### config.mk
export PLATFORM = sky130hd
export DESIGN_NAME = xz_block_header_parser_core
export DESIGN_NICKNAME = d
export VERILOG_FILES = /design/src/xzbh_pkg.sv /design/src/xzbh_parser.sv /design/src/xzbh_out_queue.sv /design/src/xz_block_header_parser_core.sv
export SDC_FILE = /design/constraint.sdc
export NUM_CORES = 2
export LEC_CHECK = 0
export BUFFER_PORTS_ARGS = -buffer_cell sky130_fd_sc_hd__buf_2
export CAP_MARGIN = 20
export CORE_MARGIN = 1.5
export CORE_UTILIZATION = 45
export DETAILED_ROUTE_END_ITERATION = 8
export GPL_ROUTABILITY_DRIVEN = 0
export PLACE_DENSITY = 0.71
export SYNTH_ARGS = -nofsm -noshare
export SYNTH_HDL_FRONTEND = slang
export SYNTH_HIERARCHICAL = 1
export SYNTH_SLANG_ARGS = --single-unit
export TNS_END_PERCENT = 50
### constraint.sdc
create_clock -name clk -period 18.2 [get_ports clk]
set_input_delay 4.55 -clock clk [delete_from_list [all_inputs] [get_ports clk]]
set_output_delay 4.55 -clock clk [all_outputs]
set_load 0.05 [all_outputs]
### src/xzbh_pkg.sv
`timescale 1ns / 1ps
// ----------------------------------------------------------------------------
// xzbh_pkg: shared types and helpers of the block header parser
// Phase codes, status codes, result record type and the bytewise CRC-32.
// ----------------------------------------------------------------------------
package xzbh_pkg;

    localparam int PropCaptureBytesDefault = 8;
    localparam int QueueDepth = 2;

    typedef enum logic [3:0] {
        ST_OK        = 4'd0,
        ST_INDEX     = 4'd1,
        ST_RESERVED  = 4'd2,
        ST_BAD_CSIZE = 4'd3,
        ST_BAD_USIZE = 4'd4,
        ST_BAD_FID   = 4'd5,
        ST_BAD_PLEN  = 4'd6,
        ST_PROPS_OVR = 4'd7,
        ST_PADDING   = 4'd8,
        ST_CRC       = 4'd9
    } status_t;

    typedef enum logic [8:0] {
        PH_IDLE   = 9'b000000001,
        PH_FLAGS  = 9'b000000010,
        PH_CSIZE  = 9'b000000100,
        PH_USIZE  = 9'b000001000,
        PH_FID    = 9'b000010000,
        PH_FPLEN  = 9'b000100000,
        PH_FPROPS = 9'b001000000,
        PH_PAD    = 9'b010000000,
        PH_CRC    = 9'b100000000
    } phase_t;

    localparam logic [7:0] FlagCountMask    = 8'h03;
    localparam logic [7:0] FlagReservedMask = 8'h3C;
    localparam logic [7:0] FlagCsize        = 8'h40;
    localparam logic [7:0] FlagUsize        = 8'h80;
    localparam logic [3:0] VarintMaxBytes   = 4'd9;

    typedef struct packed {
        logic        kind;
        logic [3:0]  status;
        logic [1:0]  filter_index;
        logic [62:0] filter_id;
        logic [9:0]  property_length;
        logic [63:0] property_word;
        logic        has_compressed_size;
        logic [62:0] compressed_size;
        logic        has_uncompressed_size;
        logic [62:0] uncompressed_size;
        logic [2:0]  filter_count;
        logic [9:0]  header_length;
    } result_t;

    function automatic logic [31:0] crc_byte(input logic [31:0] c_in, input logic [7:0] b);
        logic [31:0] c;
        c = c_in ^ {24'd0, b};
        for (int k = 0; k < 8; k++)
        begin
            c = c[0] ? ((c >> 1) ^ 32'hEDB88320) : (c >> 1);
        end
        return c;
    endfunction

endpackage

### src/xzbh_parser.sv
`timescale 1ns / 1ps
// ----------------------------------------------------------------------------
// xzbh_parser: front end of the block header parser
// Takes one byte a cycle while in_fire is set, tracks the parse phase and builds result records.
// ----------------------------------------------------------------------------
module xzbh_parser
    import xzbh_pkg::*;
#(
    parameter int PROPERTY_CAPTURE_BYTES = PropCaptureBytesDefault
)
(
    input  logic          clk,
    input  logic          rst_n,
    input  logic          in_fire,
    input  logic [7:0]    data_byte,
    input  logic          first_byte,
    output logic          res_valid,
    output result_t       res
);

    phase_t      phase_reg, phase_next;
    logic [9:0]  pos_reg, pos_next;
    logic [9:0]  hend_reg, hend_next;
    logic [7:0]  flags_reg, flags_next;
    logic [62:0] acc_reg, acc_next;
    logic [3:0]  vbytes_reg, vbytes_next;
    logic [1:0]  cur_reg, cur_next;
    logic [62:0] fid_reg, fid_next;
    logic [9:0]  prem_reg, prem_next;
    logic [9:0]  plen_reg, plen_next;
    logic [63:0] pcap_reg, pcap_next;
    logic [62:0] csz_reg, csz_next;
    logic [62:0] usz_reg, usz_next;
    logic [31:0] crc_reg, crc_next;
    logic [31:0] crcr_reg, crcr_next;
    logic [1:0]  crcn_reg, crcn_next;

    // Phase after any header-end redirect (the record is built from out_phase).
    phase_t      eff;
    logic        emit, emit_kind;
    status_t     emit_status;
    logic [62:0] vnew;
    logic [9:0]  pk;
    logic [10:0] left;
    phase_t      out_phase;

    always_comb
    begin
        phase_next  = phase_reg;
        pos_next    = pos_reg;
        hend_next   = hend_reg;
        flags_next  = flags_reg;
        acc_next    = acc_reg;
        vbytes_next = vbytes_reg;
        cur_next    = cur_reg;
        fid_next    = fid_reg;
        prem_next   = prem_reg;
        plen_next   = plen_reg;
        pcap_next   = pcap_reg;
        csz_next    = csz_reg;
        usz_next    = usz_reg;
        crc_next    = crc_reg;
        crcr_next   = crcr_reg;
        crcn_next   = crcn_reg;
        emit        = 1'b0;
        emit_kind   = 1'b1;
        emit_status = ST_OK;
        eff         = phase_reg;
        out_phase   = phase_reg;
        vnew        = acc_reg | (63'(data_byte[6:0]) << (7 * vbytes_reg));
        pk          = plen_reg - prem_reg;
        left        = {1'b0, hend_reg} - ({1'b0, pos_reg} + 11'd1);
        if (in_fire)
        begin
            if (first_byte)
            begin
                hend_next   = {data_byte, 2'b00};
                crc_next    = crc_byte(32'hFFFFFFFF, data_byte);
                pos_next    = 10'd1;
                flags_next  = '0;
                acc_next    = '0;
                vbytes_next = '0;
                cur_next    = '0;
                fid_next    = '0;
                prem_next   = '0;
                plen_next   = '0;
                pcap_next   = '0;
                csz_next    = '0;
                usz_next    = '0;
                crcr_next   = '0;
                crcn_next   = '0;
                out_phase   = PH_IDLE;
                if (data_byte == 8'd0)
                begin
                    emit        = 1'b1;
                    emit_status = ST_INDEX;
                    phase_next  = PH_IDLE;
                end
                else
                begin
                    phase_next = PH_FLAGS;
                end
            end
            else if (phase_reg != PH_IDLE)
            begin
                pos_next = pos_reg + 10'd1;
                if (pos_reg >= hend_reg)
                begin
                    case (phase_reg)
                        PH_CSIZE: begin emit = 1'b1; emit_status = ST_BAD_CSIZE; end
                        PH_USIZE: begin emit = 1'b1; emit_status = ST_BAD_USIZE; end
                        PH_FID:   begin emit = 1'b1; emit_status = ST_BAD_FID; end
                        PH_FPLEN: begin emit = 1'b1; emit_status = ST_BAD_PLEN; end
                        default:  eff = PH_CRC;
                    endcase
                end
                else
                begin
                    crc_next = crc_byte(crc_reg, data_byte);
                end
                out_phase = eff;
                if (!emit)
                begin
                    phase_next = eff;
                    case (eff)
                        PH_FLAGS:
                        begin
                            flags_next  = data_byte;
                            acc_next    = '0;
                            vbytes_next = '0;
                            if ((data_byte & FlagReservedMask) != 8'd0)
                            begin
                                emit        = 1'b1;
                                emit_status = ST_RESERVED;
                                out_phase   = PH_FID;
                            end
                            else if ((data_byte & FlagCsize) != 8'd0)
                                phase_next = PH_CSIZE;
                            else if ((data_byte & FlagUsize) != 8'd0)
                                phase_next = PH_USIZE;
                            else
                                phase_next = PH_FID;
                        end
                        PH_CSIZE, PH_USIZE, PH_FID, PH_FPLEN:
                        begin
                            acc_next    = vnew;
                            vbytes_next = vbytes_reg + 4'd1;
                            if (data_byte[7])
                            begin
                                if (vbytes_reg + 4'd1 >= VarintMaxBytes)
                                begin
                                    emit = 1'b1;
                                    case (eff)
                                        PH_CSIZE: emit_status = ST_BAD_CSIZE;
                                        PH_USIZE: emit_status = ST_BAD_USIZE;
                                        PH_FID:   emit_status = ST_BAD_FID;
                                        default:  emit_status = ST_BAD_PLEN;
                                    endcase
                                end
                            end
                            else
                            begin
                                acc_next    = '0;
                                vbytes_next = '0;
                                case (eff)
                                    PH_CSIZE:
                                    begin
                                        csz_next   = vnew;
                                        phase_next = flags_reg[7] ? PH_USIZE : PH_FID;
                                    end
                                    PH_USIZE:
                                    begin
                                        usz_next   = vnew;
                                        phase_next = PH_FID;
                                    end
                                    PH_FID:
                                    begin
                                        fid_next   = vnew;
                                        phase_next = PH_FPLEN;
                                    end
                                    default:
                                    begin
                                        if (vnew > 63'(left))
                                        begin
                                            emit        = 1'b1;
                                            emit_status = ST_PROPS_OVR;
                                        end
                                        else
                                        begin
                                            plen_next = vnew[9:0];
                                            prem_next = vnew[9:0];
                                            pcap_next = '0;
                                            if (vnew == 63'd0)
                                            begin
                                                emit      = 1'b1;
                                                emit_kind = 1'b0;
                                            end
                                            else
                                                phase_next = PH_FPROPS;
                                        end
                                    end
                                endcase
                            end
                        end
                        PH_FPROPS:
                        begin
                            if (pk < 10'(PROPERTY_CAPTURE_BYTES))
                                pcap_next = pcap_reg | (64'(data_byte) << {pk[2:0], 3'b000});
                            prem_next = prem_reg - 10'd1;
                            if (prem_reg == 10'd1)
                            begin
                                emit      = 1'b1;
                                emit_kind = 1'b0;
                            end
                        end
                        PH_PAD:
                        begin
                            if (data_byte != 8'd0)
                            begin
                                emit        = 1'b1;
                                emit_status = ST_PADDING;
                            end
                        end
                        PH_CRC:
                        begin
                            crcr_next = crcr_reg | (32'(data_byte) << {crcn_reg, 3'b000});
                            if (crcn_reg == 2'd3)
                            begin
                                crcn_next   = '0;
                                emit        = 1'b1;
                                emit_status = ((crc_reg ^ 32'hFFFFFFFF) == crcr_next)
                                              ? ST_OK : ST_CRC;
                            end
                            else
                                crcn_next = crcn_reg + 2'd1;
                        end
                        default: phase_next = PH_IDLE;
                    endcase
                end
                if (emit)
                begin
                    if (emit_kind)
                        phase_next = PH_IDLE;
                    else
                    begin
                        acc_next    = '0;
                        vbytes_next = '0;
                        if (cur_reg >= flags_reg[1:0])
                            phase_next = PH_PAD;
                        else
                        begin
                            cur_next   = cur_reg + 2'd1;
                            phase_next = PH_FID;
                        end
                    end
                end
            end
        end
    end

    // Record fields use the size holders after this byte's update.
    always_comb
    begin
        res_valid = emit;
        res.kind   = emit_kind;
        res.status = emit_kind ? emit_status : ST_OK;
        res.filter_index    = emit_kind ? 2'd0 : cur_reg;
        res.filter_id       = emit_kind ? 63'd0 : fid_reg;
        res.property_length = emit_kind ? 10'd0 : plen_next;
        res.property_word   = emit_kind ? 64'd0 : pcap_next;
        res.has_compressed_size   = (out_phase != PH_FLAGS) && flags_next[6];
        res.compressed_size       = csz_next;
        res.has_uncompressed_size = (out_phase != PH_FLAGS) && flags_next[7];
        res.uncompressed_size     = usz_next;
        res.filter_count = (out_phase == PH_IDLE || out_phase == PH_FLAGS) ? 3'd0
                           : ({1'b0, flags_next[1:0]} + 3'd1);
        res.header_length = hend_next;
    end

    always_ff @(posedge clk or negedge rst_n)
    begin
        if (!rst_n)
        begin
            phase_reg  <= PH_IDLE;
            pos_reg    <= '0;
            hend_reg   <= '0;
            flags_reg  <= '0;
            acc_reg    <= '0;
            vbytes_reg <= '0;
            cur_reg    <= '0;
            fid_reg    <= '0;
            prem_reg   <= '0;
            plen_reg   <= '0;
            pcap_reg   <= '0;
            csz_reg    <= '0;
            usz_reg    <= '0;
            crc_reg    <= 32'hFFFFFFFF;
            crcr_reg   <= '0;
            crcn_reg   <= '0;
        end
        else
        begin
            phase_reg  <= phase_next;
            pos_reg    <= pos_next;
            hend_reg   <= hend_next;
            flags_reg  <= flags_next;
            acc_reg    <= acc_next;
            vbytes_reg <= vbytes_next;
            cur_reg    <= cur_next;
            fid_reg    <= fid_next;
            prem_reg   <= prem_next;
            plen_reg   <= plen_next;
            pcap_reg   <= pcap_next;
            csz_reg    <= csz_next;
            usz_reg    <= usz_next;
            crc_reg    <= crc_next;
            crcr_reg   <= crcr_next;
            crcn_reg   <= crcn_next;
        end
    end

endmodule

### src/xzbh_out_queue.sv
`timescale 1ns / 1ps
// ----------------------------------------------------------------------------
// xzbh_out_queue: result queue and output stage
// A small first-in first-out store between the parser and the result stream.
// ----------------------------------------------------------------------------
module xzbh_out_queue
    import xzbh_pkg::*;
(
    input  logic    clk,
    input  logic    rst_n,
    input  logic    wr_en,
    input  result_t wr_data,
    output logic    has_room,
    output logic    rd_valid,
    input  logic    rd_ready,
    output result_t rd_data
);

    localparam int AW = $clog2(QueueDepth);

    result_t       mem_reg [QueueDepth];
    logic [AW-1:0] wp_reg, rp_reg;
    logic [AW:0]   cnt_reg;
    logic          rd_en;

    assign rd_en    = rd_valid && rd_ready;
    assign rd_valid = cnt_reg != '0;
    assign rd_data  = mem_reg[rp_reg];
    // Room for one more even if nothing leaves this cycle.
    assign has_room = cnt_reg < (AW+1)'(QueueDepth);

    always_ff @(posedge clk)
    begin
        if (wr_en)
            mem_reg[wp_reg] <= wr_data;
    end

    always_ff @(posedge clk or negedge rst_n)
    begin
        if (!rst_n)
        begin
            wp_reg  <= '0;
            rp_reg  <= '0;
            cnt_reg <= '0;
        end
        else
        begin
            if (wr_en)
                wp_reg <= wp_reg + 1'b1;
            if (rd_en)
                rp_reg <= rp_reg + 1'b1;
            cnt_reg <= cnt_reg + (AW+1)'(wr_en) - (AW+1)'(rd_en);
        end
    end

endmodule

### src/xz_block_header_parser_core.sv
`timescale 1ns / 1ps
// ----------------------------------------------------------------------------
// xz_block_header_parser_core: streaming parser for xz block headers
// Parses the header bytes, emits one record per filter and a final result.
// ----------------------------------------------------------------------------
// Channel   Direction  Payload
// s_axis    in         tdata = data_byte, tuser = first_byte
// m_axis    out        tdata = result record, tuser = kind
//
// One byte is taken each cycle; the parser, its varint decoder and the
// bytewise CRC-32 update all finish within that cycle. A result enters a
// two-entry queue and leaves from there, so the input stalls whenever the
// queue is full, since any accepted byte could add a result. Reset (rst_n low,
// asynchronous) returns the parser to idle and empties the queue.
module xz_block_header_parser_core
    import xzbh_pkg::*;
#(
    parameter int PROPERTY_CAPTURE_BYTES = PropCaptureBytesDefault
)
(
    input  logic         clk,
    input  logic         rst_n,
    input  logic         s_axis_tvalid,
    output logic         s_axis_tready,
    input  logic [7:0]   s_axis_tdata,   // data_byte[7:0]
    input  logic         s_axis_tuser,   // first_byte
    output logic         m_axis_tvalid,
    input  logic         m_axis_tready,
    // status[3:0], filter_index[5:4], filter_id[68:6], property_length[78:69],
    // property_word[142:79], has_compressed_size[143], compressed_size[206:144],
    // has_uncompressed_size[207], uncompressed_size[270:208],
    // filter_count[273:271], header_length[283:274], zero fill to 287
    output logic [287:0] m_axis_tdata,
    output logic         m_axis_tuser    // kind
);

    logic    in_fire;
    logic    res_valid;
    logic    q_room;
    result_t res, q_data;

    // Every accepted byte can produce a result, so hold input when no room.
    assign s_axis_tready = q_room;
    assign in_fire       = s_axis_tvalid && s_axis_tready;

    xzbh_parser #(
        .PROPERTY_CAPTURE_BYTES(PROPERTY_CAPTURE_BYTES)
    ) u_parser (
        .clk       (clk),
        .rst_n     (rst_n),
        .in_fire   (in_fire),
        .data_byte (s_axis_tdata),
        .first_byte(s_axis_tuser),
        .res_valid (res_valid),
        .res       (res)
    );

    xzbh_out_queue u_queue (
        .clk     (clk),
        .rst_n   (rst_n),
        .wr_en   (res_valid),
        .wr_data (res),
        .has_room(q_room),
        .rd_valid(m_axis_tvalid),
        .rd_ready(m_axis_tready),
        .rd_data (q_data)
    );

    assign m_axis_tuser = q_data.kind;
    assign m_axis_tdata = {4'd0, q_data.header_length, q_data.filter_count,
                           q_data.uncompressed_size, q_data.has_uncompressed_size,
                           q_data.compressed_size, q_data.has_compressed_size,
                           q_data.property_word, q_data.property_length,
                           q_data.filter_id, q_data.filter_index, q_data.status};

`ifndef ASSERT_OFF
    // A result is only produced by an accepted byte.
    a_res_needs_byte: assert property (@(posedge clk) disable iff (!rst_n)
        res_valid |-> in_fire) else $error("result without input byte");

    // Filter records always carry ok status.
    a_filter_ok: assert property (@(posedge clk) disable iff (!rst_n)
        (m_axis_tvalid && !m_axis_tuser) |-> (m_axis_tdata[3:0] == 4'd0))
        else $error("filter record with error status");

    // Index indicator result follows a zero size byte marked as first.
    a_index: assert property (@(posedge clk) disable iff (!rst_n)
        (in_fire && s_axis_tuser && s_axis_tdata == 8'd0) |-> res_valid)
        else $error("missing index indicator result");
`endif

endmodule
== Word-level counts from Yosys, hierarchy flattened ==
Memory sizes are Yosys's and may differ from the RTL's.
Index checks and enable logic that the tools add are counted.

* Register bits: 449
* RAM bits: 570
* Bits of input ports: 13
* Output and inout bits: 291
* Logic and storage cells: 311
* Memories kept: 1

{| class="wikitable"
|+ Memories
! name !! depth !! width !! rd ports !! clocked after Yosys merged registers in !! write ports !! line !! source
|-
| u_queue.mem_reg || 2 || 285 || 1 || 0 || 1 || xzbh_out_queue.sv:21 || <nowiki>result_t mem_reg [QueueDepth];</nowiki>
|}

* $add $sub $neg: 13
* $mul: 1
* Order comparisons: 6
* Eq/ne operators: 28
* Shift operators: 3
* Muxes and demuxes: 188
* Bitwise operators: 22
* Reductions and logical operators: 29

{| class="wikitable"
|+ Operators by type and width
! kind !! count
|-
| $mux 63 || 27
|-
| $mux 32 || 23
|-
| $mux 64 || 9
|-
| $not 13->14 || 16
|-
| $mux 10 || 19
|-
| $mux 9 || 21
|-
| $pmux 64 s2 || 1
|-
| $pmux 63 s2 || 1
|-
| $mux 4 || 20
|-
| $or 64x64->64 || 1
|-
| $shl 8x6->64 || 1
|-
| $gt 63x11->1 || 1
|-
| $logic_not 63->1 || 1
|-
| $or 63x63->63 || 1
|-
| $shl 7x7->63 || 1
|-
| $pmux 9 s3 || 2
|-
| $mux 8 || 6
|-
| $mux 1 || 37
|-
| $eq 32x32->1 || 1
|-
| $not 32->32 || 1
|-
| $not 8->32 || 1
|-
| $or 32x32->32 || 1
|-
| $shl 8x5->32 || 1
|-
| $xor 32x8->32 || 1
|-
| other kinds (57) || 96
|}

== Logic depth before layout (Yosys ltp) ==
* Word-level depth: 21
* Gate-level depth with buffers: 25

== Modules after synthesis ==
Netlist, hierarchy kept.

{| class="wikitable"
|+ Modules (own cells, without submodules)
! module !! instances !! cells each !! area each (um^2)
|-
| xzbh_parser || 1 || 2565 || 23601.4
|-
| xzbh_out_queue || 1 || 904 || 21757.1
|-
| xz_block_header_parser_core || 1 || 6 || 40.0
|}

== Least setup slack after synthesis ==
OpenSTA, ideal clock, no wires.

* Path kind: input -> register
* Start: input s_axis_tdata[6]
* End: memory u_queue/mem_reg[0][0] in the netlist's numbering (enable)
* Arrival time: 19.354 ns
* Required time: 17.229 ns
* Setup slack: -2.124 ns
* Cell stages on the path: 12
* Path buffers: 1
* Path through: clkbuf_1 > a31oi_1 > inv_1 > ha_1 > nand4_1 > a21oi_1 > nor3_1 > o2111ai_2 > o21ai_0 > nor3b_1 > a221oi_1 > nor2b_1

* Longest elaborated chain between the ends: 17
* Elaborated cells on any way between the ends: 22
* Those cells by class: order compare: 1; shift: 1; mux: 16; bitwise: 1; reduce/logical: 3

{| class="wikitable"
|+ RTL lines
! item !! line !! source
|-
| from (decl) || xz_block_header_parser_core.sv:25 || <nowiki>input logic [7:0] s_axis_tdata,</nowiki>
|-
| branches (longest 13 deep; another with $gt 63x11->1) || -- ||
|-
| $mux 1 (*) || xzbh_parser.sv:75 || <nowiki>if (first_byte)</nowiki>
|-
| $mux 1 (*) || xzbh_parser.sv:73 || <nowiki>if (in_fire)</nowiki>
|-
| net res_valid || xz_block_header_parser_core.sv:38 || <nowiki>logic res_valid;</nowiki>
|-
| $mux 1 (*) || xzbh_out_queue.sv:34 || <nowiki>if (wr_en)</nowiki>
|-
| $mux 1 (not written as such) (*) || xzbh_out_queue.sv:35 || <nowiki>mem_reg[wp_reg] <= wr_data;</nowiki>
|-
| to (decl) || xzbh_out_queue.sv:21 ||
|}

Mark *: on every way through the listed nets, which the timed path passes. The select of a mux whose other input is x is not followed.

== Worst setup path after layout ==
* Start: input s_axis_tdata[2]
* End: memory u_queue/mem_reg[1][27] in the netlist's numbering (enable)

The elaborated chain is that of the path after synthesis.

==> metrics.txt <==
final slew viol count 0; Worst Path Arrival 11,120 ps; crit path kind primary input to flop; CTS tree done; Worst setup SP type primary input; hpwl dp 79,290 µm; Post-CTS Setup Bufs 0; mapped cell area 45,400 µm²; Flop pwr share 36.9%; setup slack after layout 7354 ps; Max-cap violations 0; Clk Latency, worst-skew pair 680 ps; Seq/Total Area, Yosys 62.32%; global-route wire length before repair 181,700 µm; DRC 0; Synth area leader edfxtp_1; Overflow after GRT 0; DRT Wirelength 121,800 µm; top layer in use met5; via-per-instance ratio 5.816; CTS Root Cell clkbuf_16; combinational power share 36.0%; part of the power in the clock network 27.1%; top-count cell post-synth edfxtp_1; CTS buffer count 100; Top FF cell, synth edfxtp_1; Cell Int Power 4.871 mW; switching share of total power 37.41%; Cell variety after synth 79; RSZ-0062 raised after global routing false; Final Critical Period 10,850 ps; Synth Warn # 6; Nets 3,768; pre-CTS WS 6899 ps; final worst-path cycle share 59.59%; synthesis-to-finish area growth 12.91%; vias 29,587; Max-slew headroom 23.36%; Async S/R FF share, synth 43.84%; initial core utilization 45.40%; WL met1 52,110 µm; H-Tree Depth 3; Post-CTS Hold Buffers 0; PortBufs 299; share of the synthesized area in the top cell type 37.70%; most area-consuming cells after synthesis edfxtp_1 38%, dfrtp_1 23%, mux2_4 7.9%, xnor2_1 2.8%, nand2_1 2.3%; worst min-delay path class flop to flop; Pre-Repair DR Iteration Count 8; die height 320.6 µm; top post-synthesis cells by count 570 x edfxtp_1, 412 x dfrtp_1, 284 x nand2_1; Final Hold Viols 0; Post-Syn Instances 3,475; clk buf depth 3; clock-pin slew of the registers on the worst-case setup and hold paths 60 ps; metal3 WL 11,600 µm; switching power 2.911 mW; Post-synth EDFFs 570; CTS resizes 0; vias in the first global route 28,796; initial antenna violation count 6; share of layout cells above drive strength 1 22.92%; met2 wire len 53,990 µm; die area 102,800 µm²; Crit Path Max Fanout 153; Die X 320.6 µm; post-DR wirelength/cell 23.95 µm; I/O pin total 304; core area 100,000 µm²; setup violators final 0; clock skew 29.82 ps; number of flip-flops in the largest register 570; GRT Util Overall 23.20%; FP Rows 116; peak supply drop 0.00009395 V; average size of a mapped cell 13.06 µm²; # fillers 8,313; largest net degree at the start of global routing 154; Leakage Power 20.10 nW; Worst-Margin Slew 1150 ps; first-iteration detailed-routing DRC count 3,307; Final ANT Viol Nets 0; TNS Setup 0 ps; Crit path required time 18,470 ps; #FFs+latches synth 1,015; clk sinks 1,015; status completed; CP endpoint kind flop; fmax 0.09220 GHz; pwr dens 151.8 nW/µm²
-- metrics by stage --
step	util (%)	hold slack, ps	cell area, µm²	instances	total power, mW
after global routing	51.26	507.4	51260	5085	8.093
after floorplan	-	440.2	45410	3478	5.092
final	51.26	475.3	51260	5087	7.782
after detailed placement	47.84	468.0	47840	4894	5.699
after global placement	47.82	453.8	47820	4893	5.675
after CTS	51.25	482.0	51250	5084	7.817
-- final timing paths --
kind	from	endpoint	slack, ps	cells after the start
min in group asynchronous	rst_n	u_parser/crcr_reg[4]	3910	1
max in group asynchronous	rst_n	u_parser/acc_reg[43]	12220	3
setup / recovery	s_axis_tdata[2]	u_queue/mem_reg[1][27]	7350	16
hold reg to reg	u_parser/fid_reg[55]	u_parser/fid_reg[55]	480	2
setup reg to reg	u_parser/pos_reg[1]	u_queue/mem_reg[1][27]	10530	22
hold / removal	u_parser/fid_reg[55]	u_parser/fid_reg[55]	480	2
-- layout by cell type (no fill, tap or decap), drive strengths merged, types with 87 or more instances in the layout --
master	Yosys	routed
edfxtp	570	570
dfrtp	412	412
buf	89	352
mux2	286	286
nand2	284	284
o21ai	213	213
a21oi	203	203
nor2	200	200
clkbuf	145	147
xnor2	144	144
and2	119	119
a22o	114	114
inv	83	87
-- kinds of logic (layout without fill, tap and decap cells) --
group                      after synthesis  count (layout)  synth area share (%)
buffers and inverters                  317             626                 3.384
other                                    1               6              0.008260
adders and majority gates               56              56                 1.576
and+or+nand+nor                        808             808                 8.511
muxes                                  290             290                 9.167
DFF                                   1015            1015                 62.32
AOI/OAI and AO/OA                      809             809                 11.58
xor gates and xnor gates               179             179                 3.453
-- metal layers --
metal | up-vias | track usage, %
met5 | - | 0
met4 | 12 | 8.552
met3 | 223 | 5.443
met2 | 1448 | 34.26
met1 | 14771 | 33.32
li1 | 13133 | -
-- layout make-up --
class                           instances  area (µm²)  share of cell area [%]
Inverter                               83       314.1                  0.6126
Antenna cell                            2       5.005                0.009763
Tap cell                             1298        1624                   3.168
Timing Repair Buffer                  353        1968                   3.839
Clock inverter                         44       442.9                  0.8640
Multi-Input combinational cell       2146       15650                   30.52
Sequential cell                      1015       28300                   55.20
Clock buffer                          146        2964                   5.782
-- worst max-delay path, cell delays in order --
cell and delay, ps:
buf_2 80, buf_4 490, nor2b_1 590, a21oi_1 270, inv_1 260, ha_1 210
a21oi_1 80, a21oi_1 160, nor3_1 90, o2111ai_2 430, o21ai_0 230, nor3b_1 180
a221oi_1 840, and2_4 860, buf_12 720, buf_4 890
-- power groups by stage --
stage          logic (mW)  clock network, mW  registers [mW]
2_1_floorplan        2.25                  0            2.84
3_3_place_gp         2.77                  0            2.90
3_5_place_dp         2.79                  0            2.91
4_1_cts              2.80               2.14            2.87
5_1_grt              2.97               2.23            2.89
6_report             2.80               2.11            2.87
Power figures use the tool's default switching activity.
